`config.mk`:
```
export PLATFORM = sky130hd
export DESIGN_NAME = elog_queue
export DESIGN_NICKNAME = d
export VERILOG_FILES = /design/src/design/elog_pkg.sv /design/src/design/elog_ram.sv /design/src/design/elog_queue.sv
export SDC_FILE = /design/constraint.sdc
export NUM_CORES = 1
export LEC_CHECK = 0
export ABC_AREA = 1
export BUFFER_PORTS_ARGS = -buffer_cell sky130_fd_sc_hd__clkbuf_2
export CORE_MARGIN = 10
export CORE_UTILIZATION = 30
export DETAILED_ROUTE_END_ITERATION = 8
export GPL_ROUTABILITY_DRIVEN = 0
export MAX_ROUTING_LAYER = met4
export PLACE_DENSITY = 0.43
export SKIP_LAST_GASP = 1
export SLEW_MARGIN = 25
export SYNTH_ARGS = -nofsm -noshare
export SYNTH_HDL_FRONTEND = slang
export SYNTH_HIERARCHICAL = 1
export SYNTH_SLANG_ARGS = --single-unit
```
`constraint.sdc`:
```
create_clock -name clk_i -period 6.1 [get_ports clk_i]
set_input_delay 0.305 -clock clk_i [delete_from_list [all_inputs] [get_ports clk_i]]
set_output_delay 0.305 -clock clk_i [all_outputs]
set_load 0.02 [all_outputs]
```
`src/design/elog_pkg.sv`:
```
package elog_pkg;

  // Sizing of the storage.
  localparam int LOG_DEPTH    = 256;
  localparam int QUEUE_DEPTH  = 16;
  localparam int RECORD_WORDS = 4;

  localparam int LOG_AW   = $clog2(LOG_DEPTH);
  localparam int LOG_LW   = $clog2(LOG_DEPTH + 1);
  localparam int QUEUE_AW = $clog2(QUEUE_DEPTH);
  localparam int QUEUE_CW = $clog2(QUEUE_DEPTH + 1);

  // Field widths.
  localparam int ADDR_W      = 16;
  localparam int CODE_W      = 16;
  localparam int SEQ_W       = 16;
  localparam int STAMP_W     = 32;
  localparam int OFFSET_W    = 8;
  localparam int CFG_LOG_W   = 9;
  localparam int CFG_QUEUE_W = 5;
  localparam int CFG_IDX_W   = 2;
  localparam int CFG_DATA_W  = 16;

  // Request modes.
  localparam logic [1:0] MODE_RECORD = 2'd0;
  localparam logic [1:0] MODE_DRAIN  = 2'd1;
  localparam logic [1:0] MODE_READ   = 2'd2;
  localparam logic [1:0] MODE_CLEAR  = 2'd3;

  // Result status codes.
  localparam logic [1:0] STAT_OK         = 2'd0;
  localparam logic [1:0] STAT_FULL       = 2'd1;
  localparam logic [1:0] STAT_EMPTY      = 2'd2;
  localparam logic [1:0] STAT_BAD_OFFSET = 2'd3;

  // Configuration register indexes.
  localparam logic [CFG_IDX_W-1:0] CFG_LOG_ENTRIES   = 2'd0;
  localparam logic [CFG_IDX_W-1:0] CFG_QUEUE_ENTRIES = 2'd1;
  localparam logic [CFG_IDX_W-1:0] CFG_LOG_BASE      = 2'd2;

  typedef struct packed {
    logic [SEQ_W-1:0]   seq;
    logic [STAMP_W-1:0] stamp;
    logic [CODE_W-1:0]  code;
  } evt_t;

  localparam int EVT_W = $bits(evt_t);

  typedef struct packed {
    logic [1:0]          mode;
    logic [CODE_W-1:0]   fault_code;
    logic [STAMP_W-1:0]  timestamp;
    logic [OFFSET_W-1:0] back_offset;
  } req_t;

  typedef struct packed {
    logic [1:0]         status;
    logic [SEQ_W-1:0]   seq_number;
    logic [STAMP_W-1:0] event_time;
    logic [CODE_W-1:0]  event_code_out;
    logic [ADDR_W-1:0]  record_address;
    logic [CODE_W-1:0]  latest_code;
  } rsp_t;

  // Control from the sequencer to the staging queue.
  typedef struct packed {
    logic rd;
    logic push;
    logic pop;
    evt_t wdata;
  } queue_ctl_t;

  // Control from the sequencer to the ring log.
  typedef struct packed {
    logic              rd;
    logic [LOG_AW-1:0] rd_idx;
    logic              wr;
    logic              clr;
    evt_t              wdata;
  } ring_ctl_t;

  // Effective ring size, clamped to the legal range.
  function automatic logic [LOG_LW-1:0] log_size(input logic [CFG_LOG_W-1:0] cfg);
    logic [LOG_LW-1:0] res;
    if (cfg == '0) begin
      res = LOG_LW'(1);
    end else if (int'(cfg) > LOG_DEPTH) begin
      res = LOG_LW'(LOG_DEPTH);
    end else begin
      res = LOG_LW'(cfg);
    end
    return res;
  endfunction

  // Effective queue size, clamped to the legal range.
  function automatic logic [QUEUE_CW-1:0] queue_size(input logic [CFG_QUEUE_W-1:0] cfg);
    logic [QUEUE_CW-1:0] res;
    if (cfg == '0) begin
      res = QUEUE_CW'(1);
    end else if (int'(cfg) > QUEUE_DEPTH) begin
      res = QUEUE_CW'(QUEUE_DEPTH);
    end else begin
      res = QUEUE_CW'(cfg);
    end
    return res;
  endfunction

  // Word address of a ring record, wrapping at the address width.
  function automatic logic [ADDR_W-1:0] rec_addr(input logic [ADDR_W-1:0] base,
                                                 input logic [LOG_AW-1:0] idx);
    return base + ADDR_W'(int'(idx) * RECORD_WORDS);
  endfunction

endpackage

```
`src/design/elog_ram.sv`:
```
module elog_ram #(
  parameter int WIDTH = 64,
  parameter int DEPTH = 16
) (
  input  logic                     clk_i,
  input  logic                     we_i,
  input  logic [$clog2(DEPTH)-1:0] waddr_i,
  input  logic [WIDTH-1:0]         wdata_i,
  input  logic                     re_i,
  input  logic [$clog2(DEPTH)-1:0] raddr_i,
  output logic [WIDTH-1:0]         rdata_o
);

  logic [WIDTH-1:0] mem_q [DEPTH];
  logic [WIDTH-1:0] rdata_q;

  // One write port and one registered read port.
  always_ff @(posedge clk_i) begin
    if (we_i) begin
      mem_q[waddr_i] <= wdata_i;
    end
    if (re_i) begin
      rdata_q <= mem_q[raddr_i];
    end
  end

  assign rdata_o = rdata_q;

endmodule

```
`src/design/elog_queue.sv`:
```
module elog_queue (
  input  logic                           clk_i,
  input  logic                           rst_ni,
  input  logic [elog_pkg::QUEUE_CW-1:0]  queue_size_i,
  input  elog_pkg::queue_ctl_t           ctl_i,
  output logic [elog_pkg::QUEUE_CW-1:0]  count_o,
  output elog_pkg::evt_t                 head_data_o
);
  import elog_pkg::*;

  logic [QUEUE_AW-1:0] head_q, head_d;
  logic [QUEUE_AW-1:0] tail_q, tail_d;
  logic [QUEUE_CW-1:0] count_q, count_d;
  logic [EVT_W-1:0]    rdata;

  // Pointers advance and wrap at the configured size.
  always_comb begin
    head_d  = head_q;
    tail_d  = tail_q;
    count_d = count_q;
    if (ctl_i.push) begin
      if (QUEUE_CW'(tail_q) + QUEUE_CW'(1) >= queue_size_i) begin
        tail_d = '0;
      end else begin
        tail_d = tail_q + QUEUE_AW'(1);
      end
      count_d = count_q + QUEUE_CW'(1);
    end
    if (ctl_i.pop) begin
      if (QUEUE_CW'(head_q) + QUEUE_CW'(1) >= queue_size_i) begin
        head_d = '0;
      end else begin
        head_d = head_q + QUEUE_AW'(1);
      end
      count_d = count_q - QUEUE_CW'(1);
    end
  end

  always_ff @(posedge clk_i or negedge rst_ni) begin
    if (!rst_ni) begin
      head_q  <= '0;
      tail_q  <= '0;
      count_q <= '0;
    end else begin
      head_q  <= head_d;
      tail_q  <= tail_d;
      count_q <= count_d;
    end
  end

  // Event storage: written at the tail, read at the head.
  elog_ram #(
    .WIDTH (EVT_W),
    .DEPTH (QUEUE_DEPTH)
  ) u_queue_ram (
    .clk_i   (clk_i),
    .we_i    (ctl_i.push),
    .waddr_i (tail_q),
    .wdata_i (ctl_i.wdata),
    .re_i    (ctl_i.rd),
    .raddr_i (head_q),
    .rdata_o (rdata)
  );

  assign count_o     = count_q;
  assign head_data_o = evt_t'(rdata);

endmodule

```
==> impl_metrics.py <==
metrics = {
    "clock_tree": {
        "cts_buffers": 132,
        "cts_num_sinks": 1101,
        "cts_hold_buf": 68,
        "root_buffer": "clkbuf_16",
        "cts_tree": "yes",
        "clk_latency_ns": 0.76,
        "clk_path_buf_depth": 3,
        "cts-resized-gates": 0,
        "htreeDepth": 4,
        "postCtsSetupBuffers": 0,
        "cts.reportedPaths.clkPinSlew_ns": 0.06,
    },
    "setup_path": {
        "critPathTopFamily": "buffers and inverters",
        "crit_path_cell_trace": "buf_4 > buf_12 > nand3_1 > nand3_1 > nand3_1 > nand2_1",
        "cp-startpoint": "head_q[1]",
        "r2r_slack_ns": 2.84,
        "crit_fanout": 154,
        "required_ns": 6.73,
        "reg2reg_to": "u_queue_ram/rdata_o[22]",
        "critPathMaxStageDelay_ns": 0.89,
        "r2r-start": "head_q[1]",
        "crit_cells": 6,
        "crit_end": "u_queue_ram/rdata_o[22]",
        "slowest_stage": "buf_4",
        "r2r_cells": 6,
        "critPathMostFrequentCell": "nand3_1",
        "crit_type": "register to register",
        "worstSetupEndpointType": "register",
        "crit_arrival_ns": 3.89,
        "cp.buffers_inverters": 2,
        "critPathLaunchType": "register",
    },
    "synth": {
        "synthAdderAreaFrac": 0.00442,
        "synthesis.area_mm2": 0.0470,
        "yosys.area_share.simple": 0.198,
        "synthXorXnorAreaFrac": 0.000719,
        "ys_seq_area_frac": 0.703,
        "synthCells": 4350,
        "synth_top_family_by_area": "simple AND/OR/NAND/NOR gates",
        "avgSynthCellArea_um2": 10.8,
        "synth_top_area_cell": "edfxtp_1",
        "postSynth.asyncResetShare": 0.0118,
        "synth_edf_count": 1088,
        "synth.distinct_cells": 28,
        "synthMuxAreaShare": 0,
        "synth-main-ff-cell": "edfxtp_1",
        "synth_nets": 4440,
        "synth-compound-area-share": 0.00157,
        "ys_seq_elements": 1101,
        "synth_warnings": 6,
        "yosysMostFrequentCell": "nand2_1",
        "synth_common_cells": "1396 x nand2_1, 1088 x edfxtp_1, 793 x inv_1, 775 x nand3_1, 116 x buf_2",
        "synth_area_leaders": "edfxtp_1 70%, nand2_1 11%, nand3_1 8.3%",
        "synth_top_cell_area_share": 0.696,
    },
    "global_routing": {
        "track_usage": 0.156,
        "grt_pass1_vias": 29000,
        "grt_overflow": 0,
        "grt_max_degree": 268,
        "grt_antenna_before_repair": 8,
        "grt_pass1_wl_um": 197000,
    },
    "place": {
        "dp_hpwl_um": 63300,
        "pre_cts_ws_ns": 2.84,
        "placedCellCount": 6390,
        "port-buffer-count": 142,
    },
    "sta": {
        "tns_ns": 0,
        "max_slew_margin": 0.259,
        "finalMaxSlewViolations": 0,
        "finalSetupViolations": 0,
        "skew_ns": 0.0292,
        "worstMarginPinSlew_ns": 1.11,
        "finalHoldViolations": 0,
        "timing.final.ws_setup_ns": 2.84,
        "period_needed_ns": 3.26,
        "max_freq_ghz": 0.307,
        "rsz0062_at_grt": "no",
        "post-route-period-util": 0.534,
    },
    "floorplanning": {
        "die_w_um": 416,
        "die_area_mm2": 0.173,
        "start_util": 0.301,
        "rows": 145,
        "die_h_um": 416,
        "fp.coreArea_mm2": 0.156,
        "io_pins": 143,
    },
    "finish": {
        "num-fill-cells": 15500,
        "seqCellArea_mm2": 0.0330,
        "drive_above_1_share": 0.0847,
        "nets": 4624,
        "multi_input_area_mm2": 0.00973,
        "fin_cells": 6694,
        "syn2layout_area_growth_pct": 15.5,
    },
    "pwr": {
        "p_leak_nw": 22.6,
        "powerDensity_mw_per_mm2": 449,
        "peakVddDrop_mv": 0.523,
        "totalPowerFinal_mw": 24.3,
    },
    "detailed_routing": {
        "routedWlPerCell_um": 20.0,
        "routed_wl_um": 134000,
        "via_per_inst": 4.48,
        "route.detailed.drc": 0,
        "drtAntennaViolNets": 0,
        "first_pass_iters": 7,
        "dr.first_iter.drc_count": 2076,
        "num_vias": 30000,
    },
    "outcome": {
        "outcome": "finished, final reports clean",
    },
    "hold_path": {
        "hold_path_startpoint": "ctl_i[66]",
        "hp-class": "input pin to register",
        "holdPathStages": 1,
    },
    "flow_run": {
        "maxCapViolCount": 0,
    },
}
cell type report:
cell class	instances	share of cell area
diodes	6	0.000277
multi-input cells	2240	0.179
flip-flops and latches	1101	0.609
repair buffers	262	0.0347
clock inverters	61	0.00785
well taps	2058	0.0475
clock buffers	169	0.0654
inverters	797	0.0559
cells by family after synthesis:
group,Yosys count
adder cells (fa/ha/maj),16
flip-flops,1101
AND/OR/NAND/NOR,2209
buffers and inverters,1009
AO/OA/AOI/OAI,12
XOR/XNOR,3
layer usage:
metal	part of all wire	global-route usage
met1	0.46	0.202
met2	0.48	0.253
met3	0.041	0.0267
met4	0.020	0.0392
met5	0	-
flip-flops by register name (all words and copies together), names as in the netlist:
name,cells
u_queue_ram/mem_q,1024
tail_q,4
count_o,5
u_queue_ram/rdata_o,64
head_q,4
placed cells by master, fill, tap and decap left out, types with 15 or more instances in the layout:
cell type,netlist,layout
nand3_1,775,775
inv_1,793,792
clkinv_1,0,28
edfxtp_1,1088,1088
buf_4,17,45
nor2_4,1,17
dlygate4sd3_1,0,68
ha_1,15,15
clkbuf_16,0,137
clkbuf_2,0,141
nand2_1,1396,1396
clkbuf_1,21,32
clkinv_2,0,16
stage by stage:
stage,cell area (um^2),util,hold slack [ns]
floorplan,47000,-,0.00941
global placement,49500,0.318,0.263
detailed placement,49600,0.318,0.269
CTS,54200,0.348,0.105
global route,54200,0.348,0.136
finish,54200,0.348,0.146
worst min path at each step:
stage                              end  slack (ns)
6_report       u_queue_ram/rdata_o[44]        0.15
2_1_floorplan               count_o[0]       0.009
3_3_place_gp                count_o[2]        0.26
3_5_place_dp                count_o[2]        0.27
4_1_cts        u_queue_ram/rdata_o[38]        0.10
5_1_grt        u_queue_ram/rdata_o[45]        0.14
power breakdown:
| part | internal (mW) | total (mW) | switching, mW |
|---|---|---|---|
| clock | 4.23 | 7.35 | 3.12 |
| combinational | 1.97 | 7.28 | 5.31 |
| sequential | 9.33 | 9.71 | 0.382 |
| total | 15.5 | 24.3 | 8.81 |
Power figures use the tool's default switching activity.
